[config.mk]
export PLATFORM = sky130hd
export DESIGN_NAME = multichannel_nonzero_moving_average_unit
export DESIGN_NICKNAME = d
export VERILOG_FILES = /design/src/sv/mnma_pkg.sv /design/src/sv/mnma_div.sv /design/src/sv/mnma_dp.sv /design/src/sv/mnma_ctrl.sv /design/src/sv/multichannel_nonzero_moving_average_unit.sv
export SDC_FILE = /design/constraint.sdc
export NUM_CORES = 2
export LEC_CHECK = 0
export BUFFER_PORTS_ARGS = -buffer_cell sky130_fd_sc_hd__buf_2
export CAP_MARGIN = 25
export CORE_ASPECT_RATIO = 1.25
export CORE_MARGIN = 2
export CORE_UTILIZATION = 53
export CTS_CLUSTER_DIAMETER = 30
export CTS_CLUSTER_SIZE = 8
export DETAILED_ROUTE_END_ITERATION = 8
export PLACE_DENSITY = 0.74
export SETUP_SLACK_MARGIN = 0.2
export SKIP_LAST_GASP = 1
export SYNTH_ARGS = -nofsm -noshare
export SYNTH_HDL_FRONTEND = slang
export SYNTH_SLANG_ARGS = --single-unit
export TNS_END_PERCENT = 1
[constraint.sdc]
create_clock -name clk -period 11.4 [get_ports clk]
set_input_delay 1.71 -clock clk [delete_from_list [all_inputs] [get_ports clk]]
set_output_delay 1.71 -clock clk [all_outputs]
set_load 0.005 [all_outputs]
[src/sv/mnma_pkg.sv]
// Shared constants, field widths and control types for the nonzero moving average unit.
`timescale 1ns / 1ps

package mnma_pkg;

	// Sizing of the filter.
	localparam int CHANNELS    = 6;
	localparam int WINDOW      = 11;
	localparam int SAMPLE_BITS = 16;

	// Fixed widths of the stream fields.
	localparam int CHAN_W    = 3;
	localparam int SAMPLE_W  = 16;
	localparam int AVG_W     = 16;
	localparam int S_FIELD_W = CHAN_W + SAMPLE_W;
	localparam int S_TDATA_W = ((S_FIELD_W + 7) / 8) * 8;
	localparam int M_TDATA_W = ((AVG_W + 7) / 8) * 8;

	// Derived storage widths.
	localparam int CH_IDX_W = (CHANNELS > 1) ? $clog2(CHANNELS) : 1;
	localparam int POS_W    = $clog2(WINDOW);
	localparam int CNT_W    = $clog2(WINDOW + 1);
	localparam int SUM_W    = SAMPLE_BITS + $clog2(WINDOW);
	localparam int DEPTH    = CHANNELS * WINDOW;
	localparam int ADDR_W   = $clog2(DEPTH);

	// Radix-2 restoring divider, several quotient bits per cycle.
	localparam int DIV_STEPS  = 5;
	localparam int DIV_CYCLES = (SUM_W + DIV_STEPS - 1) / DIV_STEPS;
	localparam int DIV_BITS   = DIV_CYCLES * DIV_STEPS;
	localparam int DIV_CNT_W  = (DIV_CYCLES > 1) ? $clog2(DIV_CYCLES) : 1;

	// Commands from the controller to the datapath.
	typedef struct packed {
		logic capture;   // input word taken, look up channel state
		logic calc;      // update the window and load the divider
		logic div_step;  // one divider iteration
		logic load_out;  // move the quotient into the output register
	} mnma_cmd_t;

endpackage

[src/sv/mnma_div.sv]
// Multi-cycle restoring divider for the window sum over the entry count.
`timescale 1ns / 1ps

module mnma_div
	import mnma_pkg::*;
(
	input  logic                clk,
	input  logic                load,
	input  logic                step,
	input  logic [SUM_W-1:0]    dividend,
	input  logic [CNT_W-1:0]    divisor,
	output logic [SUM_W-1:0]    quotient
);

	logic [DIV_BITS-1:0] quo_q;
	logic [CNT_W-1:0]    rem_q;
	logic [CNT_W-1:0]    dvs_q;
	logic [DIV_BITS-1:0] quo_nxt;
	logic [CNT_W-1:0]    rem_nxt;

	// The quotient register doubles as the dividend shift register.
	always_comb begin
		logic [CNT_W:0] trial;
		quo_nxt = quo_q;
		rem_nxt = rem_q;
		for (int i = 0; i < DIV_STEPS; i++) begin
			trial = {rem_nxt, quo_nxt[DIV_BITS-1]};
			if (trial >= {1'b0, dvs_q}) begin
				rem_nxt = CNT_W'(trial - {1'b0, dvs_q});
				quo_nxt = {quo_nxt[DIV_BITS-2:0], 1'b1};
			end else begin
				rem_nxt = trial[CNT_W-1:0];
				quo_nxt = {quo_nxt[DIV_BITS-2:0], 1'b0};
			end
		end
	end

	always_ff @(posedge clk) begin
		if (load) begin
			quo_q <= DIV_BITS'(dividend);
			rem_q <= '0;
			dvs_q <= divisor;
		end else if (step) begin
			quo_q <= quo_nxt;
			rem_q <= rem_nxt;
		end
	end

	assign quotient = quo_q[SUM_W-1:0];

endmodule

[src/sv/mnma_dp.sv]
// Datapath: window store, per-channel running state, divider and output register.
`timescale 1ns / 1ps

module mnma_dp
	import mnma_pkg::*;
(
	input  logic                 clk,
	input  logic                 arst_n,
	input  mnma_cmd_t            cmd,
	input  logic [CHAN_W-1:0]    chan,
	input  logic [SAMPLE_W-1:0]  sample,
	output logic [AVG_W-1:0]     average
);

	// Window store, one ring of WINDOW entries per channel.
	logic [SAMPLE_BITS-1:0] mem_q [0:DEPTH-1];

	// Per-channel state. A ring whose position has never wrapped holds
	// unwritten entries at and beyond its position, which read as zero.
	logic [POS_W-1:0] pos_q     [0:CHANNELS-1];
	logic [SUM_W-1:0] sum_q     [0:CHANNELS-1];
	logic [CNT_W-1:0] cnt_q     [0:CHANNELS-1];
	logic             wrapped_q [0:CHANNELS-1];

	// Lookup stage.
	logic [CH_IDX_W-1:0]    ch_s1;
	logic                   in_range_s1;
	logic [SAMPLE_BITS-1:0] smp_s1;
	logic [ADDR_W-1:0]      addr_s1;
	logic [POS_W-1:0]       pos_s1;
	logic [SUM_W-1:0]       sum_s1;
	logic [CNT_W-1:0]       cnt_s1;
	logic                   wrapped_s1;
	logic [SAMPLE_BITS-1:0] rdata_s1;

	logic [AVG_W-1:0] avg_q;

	logic [CH_IDX_W-1:0]    ch_idx;
	logic                   in_range;
	logic [ADDR_W-1:0]      rd_addr;
	logic [SAMPLE_BITS-1:0] oldest;
	logic [CNT_W-1:0]       kept;
	logic [SUM_W-1:0]       new_sum;
	logic [CNT_W-1:0]       new_cnt;
	logic                   last_pos;
	logic [POS_W-1:0]       next_pos;
	logic [SUM_W-1:0]       div_dividend;
	logic [CNT_W-1:0]       div_divisor;
	logic [SUM_W-1:0]       quotient;

	assign ch_idx   = CH_IDX_W'(chan);
	assign in_range = (int'(chan) < CHANNELS);
	assign rd_addr  = in_range ? (ADDR_W'(ch_idx) * ADDR_W'(WINDOW) + ADDR_W'(pos_q[ch_idx]))
	                           : '0;

	always_comb begin
		oldest   = wrapped_s1 ? rdata_s1 : '0;
		kept     = cnt_s1 - CNT_W'(oldest != '0);
		new_sum  = sum_s1 - SUM_W'(oldest) + SUM_W'(smp_s1);
		new_cnt  = kept + CNT_W'(smp_s1 != '0);
		last_pos = (pos_s1 == POS_W'(WINDOW - 1));
		next_pos = last_pos ? '0 : pos_s1 + POS_W'(1);
		div_dividend = in_range_s1 ? new_sum : '0;
		div_divisor  = in_range_s1 ? kept + CNT_W'(1) : CNT_W'(1);
	end

	// Window store port: read on capture, write on update.
	always_ff @(posedge clk) begin
		if (cmd.capture) begin
			rdata_s1 <= mem_q[rd_addr];
		end
		if (cmd.calc && in_range_s1) begin
			mem_q[addr_s1] <= smp_s1;
		end
	end

	// Lookup stage payload.
	always_ff @(posedge clk) begin
		if (cmd.capture) begin
			ch_s1       <= ch_idx;
			in_range_s1 <= in_range;
			smp_s1      <= SAMPLE_BITS'(sample);
			addr_s1     <= rd_addr;
			pos_s1      <= in_range ? pos_q[ch_idx] : '0;
			sum_s1      <= in_range ? sum_q[ch_idx] : '0;
			cnt_s1      <= in_range ? cnt_q[ch_idx] : '0;
			wrapped_s1  <= in_range ? wrapped_q[ch_idx] : 1'b0;
		end
	end

	// Per-channel running state.
	always_ff @(posedge clk or negedge arst_n) begin
		if (!arst_n) begin
			for (int c = 0; c < CHANNELS; c++) begin
				pos_q[c]     <= '0;
				sum_q[c]     <= '0;
				cnt_q[c]     <= '0;
				wrapped_q[c] <= 1'b0;
			end
		end else if (cmd.calc && in_range_s1) begin
			pos_q[ch_s1] <= next_pos;
			sum_q[ch_s1] <= new_sum;
			cnt_q[ch_s1] <= new_cnt;
			if (last_pos) begin
				wrapped_q[ch_s1] <= 1'b1;
			end
		end
	end

	mnma_div u_div (
		.clk      (clk),
		.load     (cmd.calc),
		.step     (cmd.div_step),
		.dividend (div_dividend),
		.divisor  (div_divisor),
		.quotient (quotient)
	);

	always_ff @(posedge clk) begin
		if (cmd.load_out) begin
			avg_q <= AVG_W'(quotient[SAMPLE_BITS-1:0]);
		end
	end

	assign average = avg_q;

endmodule

[src/sv/mnma_ctrl.sv]
// Controller: sequences lookup, update, division and the output handshake.
`timescale 1ns / 1ps

module mnma_ctrl
	import mnma_pkg::*;
(
	input  logic      clk,
	input  logic      arst_n,
	input  logic      in_valid,
	output logic      in_ready,
	output logic      out_valid,
	input  logic      out_ready,
	output mnma_cmd_t cmd
);

	typedef enum logic [1:0] {
		ST_IDLE,
		ST_CALC,
		ST_DIV,
		ST_FINISH
	} state_t;

	state_t               state_q;
	logic [DIV_CNT_W-1:0] step_q;
	logic                 out_valid_q;

	always_comb begin
		in_ready     = (state_q == ST_IDLE);
		cmd.capture  = in_valid && in_ready;
		cmd.calc     = (state_q == ST_CALC);
		cmd.div_step = (state_q == ST_DIV);
		cmd.load_out = (state_q == ST_FINISH) && (!out_valid_q || out_ready);
	end

	always_ff @(posedge clk or negedge arst_n) begin
		if (!arst_n) begin
			state_q     <= ST_IDLE;
			step_q      <= '0;
			out_valid_q <= 1'b0;
		end else begin
			// A new result may replace one that leaves at the same edge.
			if (cmd.load_out) begin
				out_valid_q <= 1'b1;
			end else if (out_valid_q && out_ready) begin
				out_valid_q <= 1'b0;
			end
			unique case (state_q)
				ST_IDLE: begin
					if (cmd.capture) begin
						state_q <= ST_CALC;
					end
				end
				ST_CALC: begin
					step_q  <= '0;
					state_q <= ST_DIV;
				end
				ST_DIV: begin
					step_q <= step_q + DIV_CNT_W'(1);
					if (step_q == DIV_CNT_W'(DIV_CYCLES - 1)) begin
						state_q <= ST_FINISH;
					end
				end
				ST_FINISH: begin
					if (cmd.load_out) begin
						state_q <= ST_IDLE;
					end
				end
				default: begin
					state_q <= ST_IDLE;
				end
			endcase
		end
	end

	assign out_valid = out_valid_q;

endmodule

[src/sv/multichannel_nonzero_moving_average_unit.sv]
// Top level of the multichannel nonzero moving average unit.
// A word is taken only while the controller is idle. It then passes through the
// lookup, the update and the four iterations of the shared divider (five quotient
// bits per iteration), and the next word is taken once its result is loaded out.
// The output register lets the next word in while a result still waits.
// Reset (arst_n low) empties every channel at once; no clearing pass is run.
`timescale 1ns / 1ps

module multichannel_nonzero_moving_average_unit
	import mnma_pkg::*;
(
	input  logic                 clk,
	input  logic                 arst_n,
	// Input stream: one sample word for one channel.
	input  logic                 s_tvalid,
	output logic                 s_tready,
	input  logic [S_TDATA_W-1:0] s_tdata,  // [2:0] chan, [18:3] sample, rest zero
	// Output stream: one average word per input word.
	output logic                 m_tvalid,
	input  logic                 m_tready,
	output logic [M_TDATA_W-1:0] m_tdata   // [15:0] average
);

	// The controller decides when each word moves and which datapath step
	// runs; the datapath holds every piece of stored data. They talk only
	// through the command struct below.
	mnma_cmd_t         cmd;
	logic [AVG_W-1:0]  average;

	mnma_ctrl u_ctrl (
		.clk       (clk),
		.arst_n    (arst_n),
		.in_valid  (s_tvalid),
		.in_ready  (s_tready),
		.out_valid (m_tvalid),
		.out_ready (m_tready),
		.cmd       (cmd)
	);

	// A channel number beyond the last channel leaves all state untouched
	// and produces an average of zero, as it divides zero by one.
	mnma_dp u_dp (
		.clk     (clk),
		.arst_n  (arst_n),
		.cmd     (cmd),
		.chan    (s_tdata[CHAN_W-1:0]),
		.sample  (s_tdata[S_FIELD_W-1:CHAN_W]),
		.average (average)
	);

	assign m_tdata = M_TDATA_W'(average);

endmodule

==> flow_metrics.env <==
export IMPL_outcome="finished clean"
export IMPL_setup_viol=0
export IMPL_clock_tree_root_cell="clkbuf_16"
export IMPL_post_cts_resized=0
export IMPL_ir_drop_uv=999
export IMPL_post_drt_wl_per_cell_um=26.7
export IMPL_cts_htree_levels=4
export IMPL_cts_tree="built"
export IMPL_timing_fmax_ghz=0.115
export IMPL_grt_max_degree=77
export IMPL_cpMostUsedCell="ha_1"
export IMPL_synth_edf_count=1168
export IMPL_syn_area_um2=56100
export IMPL_cp_end_kind="flop"
export IMPL_syn_nets=3585
export IMPL_rsz0062_at_grt="no"
export IMPL_drtIter0Drc=3777
export IMPL_power_total_mw=19.8
export IMPL_synth_warning_count=0
export IMPL_cts_buffer_depth=3
export IMPL_final_min_clock_period_ps=8690
export IMPL_synth_seq_cells=1351
export IMPL_tns_ps=0
export IMPL_cellPowerDensity_nw_per_um2=303
export IMPL_pre_cts_ws_ps=2670
export IMPL_fin_skew_ps=59.4
export IMPL_startpoint_type="flop"
export IMPL_grt_pass1_wl_um=207000
export IMPL_async_flop_share_pct=13.2
export IMPL_holdPathStages=1
export IMPL_critPathMaxFanout=9
export IMPL_cts_sinks=1351
export IMPL_final_core_util_pct=62.1
export IMPL_period_share_pct=76.3
export IMPL_num_rows=133
export IMPL_syn_avg_cell_area_um2=16.2
export IMPL_fp_dieH_um=368
export IMPL_dp_hpwl_um=77000
export IMPL_gp_congestion=0.880
export IMPL_slowest_delay_ps=510
export IMPL_fp_dieW_um=295
export IMPL_clk_pin_slew_worst_paths_ps=50
export IMPL_finalNetCount=3777
export IMPL_vias=32100
export IMPL_io_buffers=40
export IMPL_yosysSeqAreaShare_pct=70.6
export IMPL_worstSetupPathType="flop to flop"
export IMPL_grt_busiest_layer="met2"
export IMPL_io_pins=46
export IMPL_gr_usage_all_layers_pct=26.0
export IMPL_synth_cell_types=75
export IMPL_leakage_nw=23.1
export IMPL_drv_cap=0
export IMPL_cp_required_ps=12040
export IMPL_met2_usage_pct=42.3
export IMPL_post_route_worst_setup_slack_ps=2710
export IMPL_hold_violations=0
export IMPL_grt_overflow=0
export IMPL_syn_inst=3471
export IMPL_ant_nets=0
export IMPL_antenna_found_initial=1
export IMPL_use_met1_pct=33.3
export IMPL_routed_wl_um=140000
export IMPL_syn2layout_area_growth_pct=16.4
export IMPL_synthFlopType="edfxtp_1"
export IMPL_initial_core_util_pct=53.4
export IMPL_core_area_um2=105000
export IMPL_drt_pass1_iterations=6
export IMPL_drc=0
export IMPL_grt_pass1_vias=32600
export IMPL_worst_slew_pin_slew_ps=1050
export IMPL_hold_buffers=0
export IMPL_hold_path_class="flop to flop"
export IMPL_vias_per_cell=6.15
export IMPL_yosys_area_top_type="edfxtp_1"
export IMPL_cts_buffers=219
export IMPL_synth_area_leaders="edfxtp_1 (62%), mux4_2 (9.9%), dfrtp_1 (8.0%), nand2_1 (2.9%), ha_1 (1.4%)"
export IMPL_synth_top_cell_area_share_pct=62.5
export IMPL_layout_drive_gt1_share_pct=21.2
export IMPL_slew_headroom_pct=30.3
export IMPL_rr_worst_depth=33
export IMPL_clock_latency_ps=820
export IMPL_postCtsSetupBuffers=0
export IMPL_whs_ps=445
export IMPL_die_area_um2=109000
export IMPL_critPathSlowestCell="a21boi_0"
export IMPL_grt_use_met3_pct=4.64
export IMPL_finalMaxSlewViolations=0
export IMPL_crit_arrival_ps=9330
cell type report:
| class | instances | area [um2] |
|---|---|---|
| inverters | 114 | 440 |
| diodes | 1 | 2.50 |
| well taps | 1417 | 1770 |
| repair buffers | 166 | 1230 |
| fillers | 7298 | 39800 |
| clock buffers | 291 | 5890 |
| multi-input cells | 1811 | 15400 |
| flip-flops and latches | 1351 | 39600 |
| clock inverters | 69 | 976 |
registers in the layout, summed over array words and instances (netlist names), 4 cells and up:
signal	count
u_dp.pos_q	24
u_dp.sum_s1	20
u_dp.sum_q	120
u_dp.mem_q	1056
u_dp.u_div.dvs_q	4
u_dp.smp_s1	16
u_dp.rdata_s1	16
u_dp.u_div.rem_q	4
u_dp.average	16
u_dp.u_div.quotient	20
u_dp.wrapped_q	6
u_dp.addr_s1	7
u_dp.pos_s1	4
u_dp.cnt_q	24
u_dp.cnt_s1	4
worst max-delay path: cells and delay by family, from the launching register on:
| family | cells | cell delay, ps |
|---|---|---|
| adder cells (fa/ha/maj) | 5 | 1610 |
| buffers and inverters | 1 | 400 |
| flip-flops | 1 | 410 |
| AO/OA/AOI/OAI | 16 | 3300 |
| AND/OR/NAND/NOR | 5 | 900 |
| multiplexers | 6 | 1930 |
where the power goes:
group          internal, mW  switching, mW
logic                  2.83           4.50
clock network          3.90           2.22
registers              6.10          0.253
total                  12.8           6.97
synthesized netlist by cell type, drive strengths merged (25+ instances only):
library cell  count
nor2            164
ha               62
mux2             64
nor2b            90
nor3             25
o21ai           149
a21oi            50
edfxtp         1168
a31oi            58
buf              61
dfrtp           179
a311oi           35
inv             111
mux4            246
clkbuf          134
nand2           440
a211oi           55
o22ai            33
mux2i            40
and2             42
kinds of logic after synthesis:
logic type | share of synthesized area, %
adders and majority gates | 2.24
AOI/OAI and AO/OA | 5.90
DFF | 70.6
muxes | 11.9
and+or+nand+nor | 6.57
xor gates and xnor gates | 0.593
buffers and inverters | 2.19
stage by stage:
step | cell area, um2 | cells
floorplan | 56100 | 3471
CTS | 65300 | 5216
global route | 65300 | 5220
global placement | 58400 | 4855
finish | 65300 | 5220
detailed placement | 58400 | 4856
worst paths after layout:
check	startpoint	endpoint	slack, ps
min reg2reg	u_dp.wrapped_q[4]$_DFFE_PN0P_	u_dp.wrapped_q[4]$_DFFE_PN0P_	450
max in group asynchronous	arst_n	u_dp.pos_q[1]$_DFFE_PN0P_	8420
max	u_dp.u_div.dvs_q[1]$_SDFFCE_PN0N_	u_dp.u_div.rem_q[3]$_SDFFE_PN0P_	2710
max reg2reg	u_dp.u_div.dvs_q[1]$_SDFFCE_PN0N_	u_dp.u_div.rem_q[3]$_SDFFE_PN0P_	2710
min in group asynchronous	arst_n	u_dp.sum_q[45]$_DFFE_PN0P_	810
min	u_dp.wrapped_q[4]$_DFFE_PN0P_	u_dp.wrapped_q[4]$_DFFE_PN0P_	450
metal layers:
layer	vias up	part of all wire, %
li1	13700	-
met5	-	0
met3	343	8.1
met4	0	5.5
met1	16300	37
met2	1727	49
placed cells by master, fill, tap and decap left out, types with 17 or more instances in the layout:
| cell | synthesis | layout |
|---|---|---|
| mux2_2 | 63 | 63 |
| mux2i_1 | 38 | 38 |
| dfrtp_1 | 179 | 179 |
| clkbuf_1 | 134 | 60 |
| o22ai_1 | 33 | 33 |
| xnor2_1 | 20 | 20 |
| o21ai_0 | 148 | 148 |
| ha_1 | 62 | 60 |
| nand3_1 | 22 | 20 |
| edfxtp_1 | 1168 | 1168 |
| a21oi_1 | 49 | 49 |
| xor2_1 | 18 | 17 |
| a311oi_1 | 35 | 35 |
| buf_2 | 37 | 38 |
| a211oi_1 | 53 | 53 |
| buf_4 | 6 | 122 |
| a22oi_1 | 17 | 17 |
| clkbuf_16 | 0 | 221 |
| fa_1 | 24 | 23 |
| a2bb2oi_1 | 24 | 24 |
| nand2_1 | 439 | 437 |
| nor2_1 | 162 | 159 |
| nor3_1 | 25 | 23 |
| inv_1 | 110 | 109 |
| and2_1 | 39 | 38 |
| nor2b_1 | 90 | 90 |
| mux4_2 | 246 | 246 |
| a21o_1 | 24 | 24 |
| a31oi_1 | 58 | 58 |
(Power assumes the default switching activity.)
